$ cat config.mk
export PLATFORM = sky130hd
export DESIGN_NAME = pulse_rate_speedometer_display_core
export DESIGN_NICKNAME = d
export VERILOG_FILES = /design/src/rtl/core/prsd_pkg.sv /design/src/rtl/core/prsd_div.sv /design/src/rtl/core/prsd_digit.sv /design/src/rtl/core/pulse_rate_speedometer_display_core.sv
export SDC_FILE = /design/constraint.sdc
export NUM_CORES = 2
export LEC_CHECK = 0
export BUFFER_PORTS_ARGS = -buffer_cell sky130_fd_sc_hd__buf_2
export CORE_ASPECT_RATIO = 1.75
export CORE_MARGIN = 3
export CORE_UTILIZATION = 42
export DETAILED_ROUTE_END_ITERATION = 8
export PLACE_DENSITY_LB_ADDON = 0.08
export SKIP_CTS_REPAIR_TIMING = 1
export SLEW_MARGIN = 25
export SYNTH_ARGS = -nofsm -noshare
export SYNTH_HDL_FRONTEND = slang
export SYNTH_SLANG_ARGS = --single-unit
$ cat constraint.sdc
create_clock -name clock -period 12.1 [get_ports clock]
set_clock_uncertainty 0.1 [all_clocks]
set_input_delay 1.21 -clock clock [delete_from_list [all_inputs] [get_ports clock]]
set_output_delay 1.21 -clock clock [all_outputs]
set_load 0.01 [all_outputs]
$ cat src/rtl/core/prsd_pkg.sv
// Shared types, constants and the seven-segment encoder for the pulse-rate
// speedometer display core.
// No dependencies; imported by every module of the block.
package prsd_pkg;

   // Default parameter values
   localparam int COUNT_WIDTH_DEF = 32;
   localparam int MAX_SHOWN_DEF   = 999;

   // Register widths and reset values
   localparam int SCALE_W   = 16;
   localparam int FACTOR_W  = 18;
   localparam int STEP_W    = 8;
   localparam int CSR_DATA_W  = 18;
   localparam int CSR_INDEX_W = 2;

   localparam logic [SCALE_W-1:0]  SCALE_RESET  = SCALE_W'(1800);
   localparam logic [FACTOR_W-1:0] FACTOR_RESET = FACTOR_W'(105469);
   localparam logic [STEP_W-1:0]   STEP_RESET   = STEP_W'(10);

   // Register indexes on the csr channel
   localparam logic [CSR_INDEX_W-1:0] REG_DISTANCE_SCALE  = 2'd0;
   localparam logic [CSR_INDEX_W-1:0] REG_UNIT_FACTOR_Q16 = 2'd1;
   localparam logic [CSR_INDEX_W-1:0] REG_TICK_STEP       = 2'd2;

   // Speed arithmetic. Any base at or above 2^26 with a nonzero factor
   // already gives a speed of at least 1024, so base is clamped there.
   localparam int FACTOR_FRAC   = 16;
   localparam int BASE_CLAMP_W  = 26;
   localparam int BASE_W        = BASE_CLAMP_W + 1;
   localparam int SCALED_W      = BASE_W + FACTOR_W;
   localparam int SPEED_FULL_W  = SCALED_W - FACTOR_FRAC;
   localparam logic [BASE_W-1:0] BASE_LIMIT = BASE_W'(1) << BASE_CLAMP_W;

   // Display
   localparam int SPEED_W = 10;
   localparam int DIGIT_W = 4;
   localparam int SEG_W   = 8;
   localparam logic [SEG_W-1:0]   SEG_BLANK = 8'hFF;
   localparam logic [SPEED_W-1:0] HUNDRED   = SPEED_W'(100);
   localparam logic [SPEED_W-1:0] TEN       = SPEED_W'(10);

   // Status of an iterative unit toward its sequencer
   typedef struct packed {
      logic busy;
      logic done;
   } prsd_unit_status_type;

   // Active-low seven-segment pattern of one decimal digit
   function automatic logic [SEG_W-1:0] seg_of(input logic [DIGIT_W-1:0] digit);
      logic [SEG_W-1:0] seg;
      case (digit)
         4'd0:    seg = 8'hC0;
         4'd1:    seg = 8'hF9;
         4'd2:    seg = 8'hA4;
         4'd3:    seg = 8'hB0;
         4'd4:    seg = 8'h99;
         4'd5:    seg = 8'h92;
         4'd6:    seg = 8'h82;
         4'd7:    seg = 8'hF8;
         4'd8:    seg = 8'h80;
         4'd9:    seg = 8'h90;
         default: seg = SEG_BLANK;
      endcase
      return seg;
   endfunction

endpackage

$ cat src/rtl/core/prsd_div.sv
// Serial restoring divider, one quotient bit per cycle.
// Depends on prsd_pkg for the status struct.
module prsd_div #(
   parameter int DIVIDEND_W = 48,
   parameter int DIVISOR_W  = 32
) (
   input  logic                         clock,
   input  logic                         reset,
   input  logic                         start,
   input  logic [DIVIDEND_W-1:0]        dividend,
   input  logic [DIVISOR_W-1:0]         divisor,
   output prsd_pkg::prsd_unit_status_type status,
   output logic [DIVIDEND_W-1:0]        quotient
);
   import prsd_pkg::*;

   localparam int CNT_W = $clog2(DIVIDEND_W + 1);

   logic [DIVIDEND_W-1:0] quot_ff;
   logic [DIVISOR_W-1:0]  rem_ff;
   logic [CNT_W-1:0]      cnt_ff;
   logic                  busy_ff;
   logic                  done_ff;

   logic [DIVISOR_W:0]    trial;
   logic [DIVISOR_W:0]    diff;
   logic                  fits;
   logic [DIVISOR_W-1:0]  rem_in;

   // Shift in the next dividend bit and try the subtract
   assign trial  = {rem_ff, quot_ff[DIVIDEND_W-1]};
   assign diff   = trial - {1'b0, divisor};
   assign fits   = (trial >= {1'b0, divisor});
   assign rem_in = fits ? diff[DIVISOR_W-1:0] : trial[DIVISOR_W-1:0];

   always_ff @(posedge clock) begin
      if (reset) begin
         busy_ff <= 1'b0;
         done_ff <= 1'b0;
         cnt_ff  <= '0;
      end else begin
         done_ff <= 1'b0;
         if (start) begin
            quot_ff <= dividend;
            rem_ff  <= '0;
            cnt_ff  <= CNT_W'(DIVIDEND_W);
            busy_ff <= 1'b1;
         end else if (busy_ff) begin
            quot_ff <= {quot_ff[DIVIDEND_W-2:0], fits};
            rem_ff  <= rem_in;
            cnt_ff  <= cnt_ff - 1'b1;
            if (cnt_ff == CNT_W'(1)) begin
               busy_ff <= 1'b0;
               done_ff <= 1'b1;
            end
         end
      end
   end

   assign status.busy = busy_ff;
   assign status.done = done_ff;
   assign quotient    = quot_ff;

endmodule

$ cat src/rtl/core/prsd_digit.sv
// Decimal digit extraction by repeated subtraction and segment encoding.
// Depends on prsd_pkg for widths, the status struct and seg_of.
module prsd_digit (
   input  logic                           clock,
   input  logic                           reset,
   input  logic                           start,
   input  logic [prsd_pkg::SPEED_W-1:0]   value,
   output prsd_pkg::prsd_unit_status_type status,
   output logic [prsd_pkg::SEG_W-1:0]     hundreds_seg,
   output logic [prsd_pkg::SEG_W-1:0]     tens_seg,
   output logic [prsd_pkg::SEG_W-1:0]     units_seg
);
   import prsd_pkg::*;

   typedef enum logic [1:0] {
      PH_IDLE,
      PH_HUND,
      PH_TENS
   } phase_type;

   phase_type            phase_ff;
   logic [SPEED_W-1:0]   work_ff;
   logic [DIGIT_W-1:0]   hund_ff;
   logic [DIGIT_W-1:0]   tens_ff;
   logic                 done_ff;

   // Take off one hundred or one ten per cycle
   always_ff @(posedge clock) begin
      if (reset) begin
         phase_ff <= PH_IDLE;
         done_ff  <= 1'b0;
      end else begin
         done_ff <= 1'b0;
         case (phase_ff)
            PH_IDLE: begin
               if (start) begin
                  work_ff  <= value;
                  hund_ff  <= '0;
                  tens_ff  <= '0;
                  phase_ff <= PH_HUND;
               end
            end
            PH_HUND: begin
               if (work_ff >= HUNDRED) begin
                  work_ff <= work_ff - HUNDRED;
                  hund_ff <= hund_ff + 1'b1;
               end else begin
                  phase_ff <= PH_TENS;
               end
            end
            PH_TENS: begin
               if (work_ff >= TEN) begin
                  work_ff <= work_ff - TEN;
                  tens_ff <= tens_ff + 1'b1;
               end else begin
                  done_ff  <= 1'b1;
                  phase_ff <= PH_IDLE;
               end
            end
            default: phase_ff <= PH_IDLE;
         endcase
      end
   end

   // Encode digits; the remainder left over is the units digit
   assign hundreds_seg = seg_of(hund_ff);
   assign tens_seg     = seg_of(tens_ff);
   assign units_seg    = seg_of(work_ff[DIGIT_W-1:0]);

   assign status.busy = (phase_ff != PH_IDLE);
   assign status.done = done_ff;

endmodule

$ cat src/rtl/core/pulse_rate_speedometer_display_core.sv
// Top level of the pulse-rate speedometer display core: input edge logic,
// counters, sequencer, speed scaling and result register.
// Depends on prsd_pkg, prsd_div and prsd_digit.
//
// Usage:
//   req_ carries one beat per pin sample (req_tuser = 0) or timer tick
//   (req_tuser = 1). A rising button level toggles the unit flag, a rising
//   pulse level counts one wheel pulse, a tick adds tick_step to the time.
//   rsp_ returns exactly one beat per request: the three active-low display
//   digits and the two unit LEDs. A speed above MAX_SHOWN, or a time of zero,
//   leaves the digits as they were; after reset they are all dark.
//   csr_ writes distance_scale, unit_factor_q16 and tick_step by index; it is
//   always ready. It must be written only while no request is in flight; the
//   block itself does not enforce this.
// Timing:
//   One request at a time. A request passes the setup step, the divide
//   stage (load, COUNT_WIDTH + 16 quotient bits, handoff), scaling, the
//   range check and digit extraction before its result is loaded; a zero
//   time goes from setup straight to loading the result. The divider and
//   the digit subtract loop are iterative. req_tready is high only while
//   the sequencer is idle, from the cycle the result is loaded. The result
//   sits in an output register; a new request is taken while it waits, and
//   its own result waits until rsp_ drains. Reset is synchronous and
//   returns the registers to their defaults and the counters to zero.
module pulse_rate_speedometer_display_core #(
   parameter int COUNT_WIDTH = prsd_pkg::COUNT_WIDTH_DEF,
   parameter int MAX_SHOWN   = prsd_pkg::MAX_SHOWN_DEF
) (
   input  logic                              clock,
   input  logic                              reset,
   // request stream
   input  logic                              req_tvalid,
   output logic                              req_tready,
   input  logic [7:0]                        req_tdata,  // [0] button_level, [1] pulse_level
   input  logic                              req_tuser,  // [0] mode
   // result stream
   output logic                              rsp_tvalid,
   input  logic                              rsp_tready,
   output logic [31:0]                       rsp_tdata,  // [7:0] hundreds_segments,
                                                         // [15:8] tens_segments,
                                                         // [23:16] units_segments,
                                                         // [24] led_flag_clear,
                                                         // [25] led_flag_set
   // register writes
   input  logic                              csr_valid,
   output logic                              csr_ready,
   input  logic [prsd_pkg::CSR_INDEX_W-1:0]  csr_index,
   input  logic [prsd_pkg::CSR_DATA_W-1:0]   csr_data
);
   import prsd_pkg::*;

   localparam int PROD_W = COUNT_WIDTH + SCALE_W;
   localparam logic [COUNT_WIDTH-1:0] CNT_MAX = {COUNT_WIDTH{1'b1}};

   typedef enum logic [2:0] {
      ST_IDLE,
      ST_MUL,
      ST_DIV,
      ST_SCALE,
      ST_CHECK,
      ST_DIGIT,
      ST_DONE
   } state_type;

   state_type             state_ff;

   // configuration
   logic [SCALE_W-1:0]    scale_ff;
   logic [FACTOR_W-1:0]   factor_ff;
   logic [STEP_W-1:0]     step_ff;

   // speedometer state
   logic                  flag_ff;
   logic                  prev_button_ff;
   logic                  prev_pulse_ff;
   logic [COUNT_WIDTH-1:0] count_ff;
   logic [COUNT_WIDTH-1:0] time_ff;
   logic [SEG_W-1:0]      shown_h_ff;
   logic [SEG_W-1:0]      shown_t_ff;
   logic [SEG_W-1:0]      shown_u_ff;

   // datapath
   logic [PROD_W-1:0]       prod_ff;
   logic [BASE_W-1:0]       base_ff;
   logic [SPEED_FULL_W-1:0] speed_ff;
   logic                    div_start_ff;
   logic                    dig_start_ff;

   // result register
   logic                  rsp_valid_ff;
   logic [31:0]           rsp_data_ff;

   logic                  accept;
   logic                  button_level;
   logic                  pulse_level;
   logic [COUNT_WIDTH-1:0] count_in;
   logic [COUNT_WIDTH:0]   time_sum;
   logic [COUNT_WIDTH-1:0] time_in;
   logic [PROD_W-1:0]      prod_in;
   logic [BASE_W-1:0]      base_in;
   logic [SCALED_W-1:0]    scaled;
   logic [SPEED_FULL_W-1:0] speed_in;

   logic [PROD_W-1:0]      quotient;
   prsd_unit_status_type   div_status;
   prsd_unit_status_type   dig_status;
   logic [SEG_W-1:0]       dig_h;
   logic [SEG_W-1:0]       dig_t;
   logic [SEG_W-1:0]       dig_u;

   assign accept       = req_tvalid && req_tready;
   assign req_tready   = (state_ff == ST_IDLE);
   assign csr_ready    = 1'b1;
   assign button_level = req_tdata[0];
   assign pulse_level  = req_tdata[1];

   // Saturating counter updates
   assign count_in = (count_ff == CNT_MAX) ? count_ff : count_ff + 1'b1;
   assign time_sum = {1'b0, time_ff} + (COUNT_WIDTH+1)'(step_ff);
   assign time_in  = time_sum[COUNT_WIDTH] ? CNT_MAX : time_sum[COUNT_WIDTH-1:0];

   // Pulses times scale, then clamp the quotient and apply the unit factor unless the unit flag is set
   assign prod_in  = {{SCALE_W{1'b0}}, count_ff} * {{COUNT_WIDTH{1'b0}}, scale_ff};
   assign base_in  = (|quotient[PROD_W-1:BASE_CLAMP_W]) ? BASE_LIMIT
                     : {1'b0, quotient[BASE_CLAMP_W-1:0]};
   assign scaled   = {{FACTOR_W{1'b0}}, base_ff} * {{BASE_W{1'b0}}, factor_ff};
   assign speed_in = flag_ff ? SPEED_FULL_W'(base_ff) : scaled[SCALED_W-1:FACTOR_FRAC];

   prsd_div #(
      .DIVIDEND_W (PROD_W),
      .DIVISOR_W  (COUNT_WIDTH)
   ) u_div (
      .clock    (clock),
      .reset    (reset),
      .start    (div_start_ff),
      .dividend (prod_ff),
      .divisor  (time_ff),
      .status   (div_status),
      .quotient (quotient)
   );

   prsd_digit u_digit (
      .clock        (clock),
      .reset        (reset),
      .start        (dig_start_ff),
      .value        (speed_ff[SPEED_W-1:0]),
      .status       (dig_status),
      .hundreds_seg (dig_h),
      .tens_seg     (dig_t),
      .units_seg    (dig_u)
   );

   // Configuration writes; unknown indexes drop
   always_ff @(posedge clock) begin
      if (reset) begin
         scale_ff  <= SCALE_RESET;
         factor_ff <= FACTOR_RESET;
         step_ff   <= STEP_RESET;
      end else if (csr_valid && csr_ready) begin
         case (csr_index)
            REG_DISTANCE_SCALE:  scale_ff  <= csr_data[SCALE_W-1:0];
            REG_UNIT_FACTOR_Q16: factor_ff <= csr_data[FACTOR_W-1:0];
            REG_TICK_STEP:       step_ff   <= csr_data[STEP_W-1:0];
            default: ;
         endcase
      end
   end

   // Sequencer with item state and result register
   always_ff @(posedge clock) begin
      if (reset) begin
         state_ff       <= ST_IDLE;
         flag_ff        <= 1'b0;
         prev_button_ff <= 1'b0;
         prev_pulse_ff  <= 1'b0;
         count_ff       <= '0;
         time_ff        <= '0;
         shown_h_ff     <= SEG_BLANK;
         shown_t_ff     <= SEG_BLANK;
         shown_u_ff     <= SEG_BLANK;
         div_start_ff   <= 1'b0;
         dig_start_ff   <= 1'b0;
         rsp_valid_ff   <= 1'b0;
      end else begin
         div_start_ff <= 1'b0;
         dig_start_ff <= 1'b0;
         // drop a drained beat unless the done state reloads it this cycle
         if (rsp_valid_ff && rsp_tready && (state_ff != ST_DONE)) begin
            rsp_valid_ff <= 1'b0;
         end
         case (state_ff)
            ST_IDLE: begin
               if (accept) begin
                  if (req_tuser) begin
                     time_ff <= time_in;
                  end else begin
                     if (button_level && !prev_button_ff) begin
                        flag_ff <= !flag_ff;
                     end
                     if (pulse_level && !prev_pulse_ff) begin
                        count_ff <= count_in;
                     end
                     prev_button_ff <= button_level;
                     prev_pulse_ff  <= pulse_level;
                  end
                  state_ff <= ST_MUL;
               end
            end
            ST_MUL: begin
               // zero time gives no speed: hold the display
               if (time_ff == '0) begin
                  state_ff <= ST_DONE;
               end else begin
                  prod_ff      <= prod_in;
                  div_start_ff <= 1'b1;
                  state_ff     <= ST_DIV;
               end
            end
            ST_DIV: begin
               if (div_status.done) begin
                  base_ff  <= base_in;
                  state_ff <= ST_SCALE;
               end
            end
            ST_SCALE: begin
               speed_ff <= speed_in;
               state_ff <= ST_CHECK;
            end
            ST_CHECK: begin
               if (speed_ff > SPEED_FULL_W'(MAX_SHOWN)) begin
                  state_ff <= ST_DONE;
               end else begin
                  dig_start_ff <= 1'b1;
                  state_ff     <= ST_DIGIT;
               end
            end
            ST_DIGIT: begin
               if (dig_status.done) begin
                  shown_h_ff <= dig_h;
                  shown_t_ff <= dig_t;
                  shown_u_ff <= dig_u;
                  state_ff   <= ST_DONE;
               end
            end
            ST_DONE: begin
               // load the result once the output register is free
               if (!rsp_valid_ff || rsp_tready) begin
                  rsp_valid_ff <= 1'b1;
                  rsp_data_ff  <= {6'b0, flag_ff, !flag_ff,
                                   shown_u_ff, shown_t_ff, shown_h_ff};
                  state_ff     <= ST_IDLE;
               end
            end
            default: state_ff <= ST_IDLE;
         endcase
      end
   end

   assign rsp_tvalid = rsp_valid_ff;
   assign rsp_tdata  = rsp_data_ff;

   // Divider is never running while a new beat can be taken
   a_div_idle_on_accept: assert property (@(posedge clock) disable iff (reset)
      req_tready |-> !div_status.busy)
      else $error("divider busy while request channel ready");

   // Divider completion only arrives while the sequencer waits for it
   a_div_done_state: assert property (@(posedge clock) disable iff (reset)
      div_status.done |-> (state_ff == ST_DIV))
      else $error("divider done outside divide state");

   // Digit completion only arrives while the sequencer waits for it
   a_dig_done_state: assert property (@(posedge clock) disable iff (reset)
      dig_status.done |-> (state_ff == ST_DIGIT))
      else $error("digit unit done outside digit state");

   // Elapsed time never decreases on a tick
   a_time_monotonic: assert property (@(posedge clock) disable iff (reset)
      (accept && req_tuser) |=> (time_ff >= $past(time_ff)))
      else $error("elapsed time decreased on tick");

endmodule
-- After elaboration in Yosys (flattened, before gate mapping)
Memories as Yosys holds them, arrays and structs flattened. A register that Yosys moved wholly into a read port is not among the register bits.
Cells that the tools add are included.
- flip-flop bits (word level): 378
- bits in read-only memories: 336
- input bits: 34
- output and inout port bits: 35
- logic and storage cells: 160
- memories kept: 3
- memory list (memory ; words ; bits a word ; rd ports ; clocked after memory_dff ; wr ports ; line ; text):
    (name not given) ; 16 ; 7 ; 1 ; 1 ; 0 ; prsd_pkg.sv:52 ; case (digit)
    (name not given) ; 16 ; 7 ; 1 ; 1 ; 0 ; prsd_pkg.sv:52 ;
    (name not given) ; 16 ; 7 ; 1 ; 1 ; 0 ; prsd_pkg.sv:52 ;
- add/subtract/negate cells: 8
- multipliers: 2
- order comparisons: 4
- equal/unequal tests: 22
- muxes and demuxes: 39
- bitwise operators: 8
- reduce and logical (&&, ||, !) cells: 42
- operator list (cell ; number):
    $mux W32 ; 3
    $mux W48 ; 2
    $mux W27 ; 2
    $mul A32 B16 Y48 ; 1
    $mul A27 B18 Y45 ; 1
    $add A32 B8 Y33 ; 1
    $ge A33 B32 Y1 ; 1
    $add A32 B1 Y32 const B ; 1
    $eq A32 B32 Y1 const B ; 1
    $logic_not A32 Y1 ; 1
    $sub A32 B32 Y32 ; 1
    $mux W10 ; 3
    $pmux W10 S3 ; 1
    $gt A29 B10 Y1 const B ; 1
    $reduce_or A22 Y1 ; 1
    $pmux W3 S7 ; 1
    $reduce_and A3 Y1 ; 6
    $pmux W4 S2 ; 2
    $reduce_and A4 Y1 ; 4
    $mux W3 ; 5
    $mux W4 ; 3
    $mux W6 ; 2
    $reduce_and A2 Y1 ; 6
    $ge A10 B4 Y1 const B ; 1
    28 further kinds ; 74

-- Logic depth before layout (Yosys ltp)
- depth in word-level cells: 5
- gate-level depth with buffers: 25
- mapped depth without buffers: 23

-- Hierarchy
A second synthesis with hierarchy kept.
- cells, all modules: 5558
- area total of the unflattened synthesis: 50872.5 µm²
- by module, submodules not included (module ; instances ; cells an instance ; area each (µm²) ; seq. area each (µm²)):
    pulse_rate_speedometer_display_core ; 1 ; 4705 ; 42167.9 ; 6686.4
    prsd_div ; 1 ; 535 ; 5729.2 ; 2562.5
    prsd_digit ; 1 ; 318 ; 2975.4 ; 1021.0

-- Worst setup path before layout
OpenSTA, ideal clock, no wires.
- kind: register -> register
- start: register count_ff[22]
- end: register prod_ff[47], data pin
- library setup time: 264 ps
- arrival: 6127 ps
- required time: 11736 ps
- slack: 5609 ps
- stages on the path, launching flop included: 25
- path buffers: 2
- clock period less this slack: 6491 ps
- cell sequence: dfxtp_1 -> clkbuf_1 -> buf_1 -> nand2_1 -> fa_1 -> inv_1 -> fa_1 -> inv_1 -> fa_1 -> inv_1 -> fa_1 -> fa_1 -> inv_1 -> fa_1 -> inv_1 -> ha_1 -> a21o_1 -> a311oi_1 -> o21ai_0 -> a21o_1 -> a211o_1 -> a41o_2 -> a31oi_4 -> o41ai_2 -> xnor2_1
- longest elaborated chain between the ends: 1
- RTL lines (element ; line ; text):
    start, declared ; pulse_rate_speedometer_display_core.sv:76 ; logic [COUNT_WIDTH-1:0] count_ff;
    start signal, assigned ; pulse_rate_speedometer_display_core.sv:201 ; count_ff <= count_in;
    $mul A32 B16 Y48 ; pulse_rate_speedometer_display_core.sv:123 ; assign prod_in = {{SCALE_W{1'b0}}, count_ff} * {{COUNT_WIDTH{1'b0}}, scale_ff};
    named net prod_in[47] ; pulse_rate_speedometer_display_core.sv:99 ; logic [PROD_W-1:0] prod_in;
    end signal, assigned ; pulse_rate_speedometer_display_core.sv:214 ; prod_ff <= prod_in;
    end, declared ; pulse_rate_speedometer_display_core.sv:83 ; logic [PROD_W-1:0] prod_ff;
The timed path passes the listed nets, and every way through them passes these cells.
A chain may end at the register's enable or synchronous reset.

-- Final worst setup path
- start: register factor_ff[11]
- end: register speed_ff[20], data pin
- longest elaborated chain between the ends: 2
- RTL lines (element ; line ; text):
    start, declared ; pulse_rate_speedometer_display_core.sv:69 ; logic [FACTOR_W-1:0] factor_ff;
    start signal, assigned ; pulse_rate_speedometer_display_core.sv:162 ; REG_UNIT_FACTOR_Q16: factor_ff <= csr_data[FACTOR_W-1:0];
    $mul A27 B18 Y45 ; pulse_rate_speedometer_display_core.sv:126 ; assign scaled = {{FACTOR_W{1'b0}}, base_ff} * {{BASE_W{1'b0}}, factor_ff};
    $mux W27 ; pulse_rate_speedometer_display_core.sv:127 ; assign speed_in = flag_ff ? SPEED_FULL_W'(base_ff) : scaled[SCALED_W-1:FACTOR_FRAC];
    named net speed_in[20] ; pulse_rate_speedometer_display_core.sv:102 ; logic [SPEED_FULL_W-1:0] speed_in;
    end signal, assigned ; pulse_rate_speedometer_display_core.sv:226 ; speed_ff <= speed_in;
    end, declared ; pulse_rate_speedometer_display_core.sv:85 ; logic [SPEED_FULL_W-1:0] speed_ff;
The timed path passes the listed nets, and every way through them passes these cells.

==> out/results.ini <==
[outcome]
status=complete, no violations

[die]
dieArea_um2=121000
die-height_um=458
row_count=165
core-area_um2=116000
die_w_um=264
io_pins=69
start_util_pct=42.4

[sta]
setup_violations=0
post-route-period-util_pct=65.5
rsz0062_at_grt=false
tns_ps=0
slew_headroom_pct=28.0
worst_slack_ps=4180
fmax_mhz=126
worstMarginPinSlew_ps=1080
min_period_ps=7920
slew_violations=0
hold_viol=0

[cts]
cts_buffers=42
clock_latency_ps=600
cts_root_buf=clkbuf_16
h-tree-depth=2
cts_tree=yes
path_clk_slew_ps=60
cts_sinks=372
clockBufferDepth=3

[setup_path]
crit_required_ps=12410
rrSetupSlack_ps=4180
crit_fanout=28
ff2ff_path_depth=21
arrival_ps=8240
critPathKind=reg2reg
endpoint_kind=register
r2r-end=speed_ff[20]
r2r-start=factor_ff[11]
worst_setup_path_start_kind=register

[worst_hold_path]
min-delay-start=shown_t_ff[6]
whs_path_depth=0
worstHoldPathType=reg2reg
holdPathEnd=rsp_tdata[14]

[cells_and_area]
nets=6394
drive_gt1_share_pct=5.90
layout_common_cells=inv_1, nand2_1, fa_1
final_common_cell=inv_1
fillers=11600
final_util_pct=45.0
area_growth_pct=6.06

[route]
routed_wl_um=138000
dr.pass1.iters=5
drtAntennaViolNets=0
drt_iter0_drc=1576
drt-wirelength-per-cell_um=20.4
vias=35400
vias_per_cell=5.21
drc=0

[yosys]
synth-edff-count=225
synth-seq-cells=372
synth_area_per_cell_um2=9.15
synthCells=5364
yosysSeqAreaShare_pct=19.8
ys_warn_count=0
synth_cell_types=99
synthArstFlopShare_pct=0
synth_area_um2=49100
ys.flop_type=edfxtp_1

[placed_design]
portBuffers=52
routabilityCongestion=0.877
dp_hpwl_um=106000
place_ws_ps=4030

[global_routing]
grt_max_degree=81
grt_pass1_wl_um=220000
grt_pass1_vias=39300
antenna_found_initial=15
grt_overflow_total=0
grt_util_all_layers_pct=23.5

[run]
maxCapViolCount=0

[power]
ir_drop_mv=0.428
p_per_area_nw_per_um2=238
leakagePower_nw=24.6
power_mw=12.4

==> how the worst max path moves through the flow <==
stage / from / endpoint / slack [ps] / cells past startpoint
CTS: factor_ff[11] / speed_ff[20] / 4030 / 21
finish: factor_ff[11] / speed_ff[20] / 4180 / 21
global route: factor_ff[11] / speed_ff[20] / 3900 / 21
floorplan: count_ff[22] / prod_ff[47] / 5610 / 24
detailed placement: factor_ff[11] / speed_ff[20] / 4030 / 21
global placement: factor_ff[11] / speed_ff[16] / 4100 / 21
==> per-layer routing <==
layer,global-route usage [%],vias to the layer above,part of all wire [%]
met4,9.24,12,4.4
met2,47.6,615,57
met1,24.3,18200,36
met3,2.33,287,3.0
li1,-,16300,-
met5,0,-,0.058
==> through the flow <==
stage	instances	area, um2	hold WS [ps]
global placement	6698	50700	314
finish	6785	52100	332
detailed placement	6698	50700	321
global route	6775	52000	344
floorplan	5372	49100	309
CTS	6775	52000	335
==> power by group <==
part | internal [mW] | switching, mW | total [mW] | leakage (nW)
clock network | 0.738 | 0.575 | 1.31 | 0.662
registers | 1.80 | 0.0632 | 1.86 | 3.21
logic | 3.79 | 5.44 | 9.23 | 20.8
total | 6.32 | 6.08 | 12.4 | 24.6
==> final cells by class <==
class / count / area, um2 / share of cell area (%)
multi-input cells: 3634 / 34200 / 65.8
flip-flops and latches: 372 / 9730 / 18.7
inverters: 1061 / 3980 / 7.65
diodes: 10 / 25.0 / 0.0481
clock inverters: 26 / 290 / 0.557
well taps: 1503 / 1880 / 3.61
clock buffers: 51 / 1080 / 2.08
repair buffers: 128 / 841 / 1.61
==> registers in the layout, indices dropped and copies added, names as in the netlist, 10 cells and up <==
name,count
count_ff,32
u_div.quotient,48
factor_ff,18
u_digit.work_ff,10
time_ff,32
base_ff,27
u_div.rem_ff,32
speed_ff,29
rsp_tdata,23
prod_ff,48
scale_ff,16
==> critical path: stages (launching register included) <==
cell and delay, ps:
dfxtp_2 890, nand2_1 180, fa_1 580, inv_1 50
fa_1 510, inv_1 50, fa_1 520, inv_1 70
fa_1 550, fa_1 590, inv_1 70, fa_1 540
inv_1 50, ha_1 420, a21oi_1 400, o211ai_1 170
a21oi_1 740, o31ai_1 280, o21ai_0 390, a211oi_1 170
mux2i_1 140, a311oi_1 250
==> Yosys cell counts, drive strengths merged, types with 25 or more instances <==
cell | instances | area share, %
nand3 | 56 | 0.60
clkbuf | 249 | 1.9
fa | 818 | 33
xor2 | 59 | 1.1
buf | 56 | 0.65
nand3b | 25 | 0.38
nor2 | 191 | 1.5
ha | 303 | 7.7
and2 | 371 | 4.7
nand2 | 881 | 6.7
a21o | 47 | 0.72
mux2 | 51 | 1.2
and3 | 26 | 0.33
a21oi | 178 | 1.8
a211oi | 33 | 0.52
dfxtp | 147 | 6.0
nor3 | 30 | 0.32
edfxtp | 225 | 14
mux2i | 36 | 0.73
o21ai | 118 | 1.2
inv | 1059 | 8.1
xnor2 | 99 | 1.8
nand4 | 33 | 0.45
==> cell families (layout without fill, tap and decap cells) <==
family                     Yosys count  in the layout  synth area share [%]
DFF                                372            372                  19.8
and+or+nand+nor                   1723           1723                  16.8
adders and majority gates         1121           1121                  41.1
muxes                               87             87                  1.90
xor gates and xnor gates           158            158                  2.82
buffers and inverters             1366           1266                  10.7
other                                2             20                0.0153
AOI/OAI and AO/OA                  535            535                  6.98
Power figures use the tool's default switching activity.
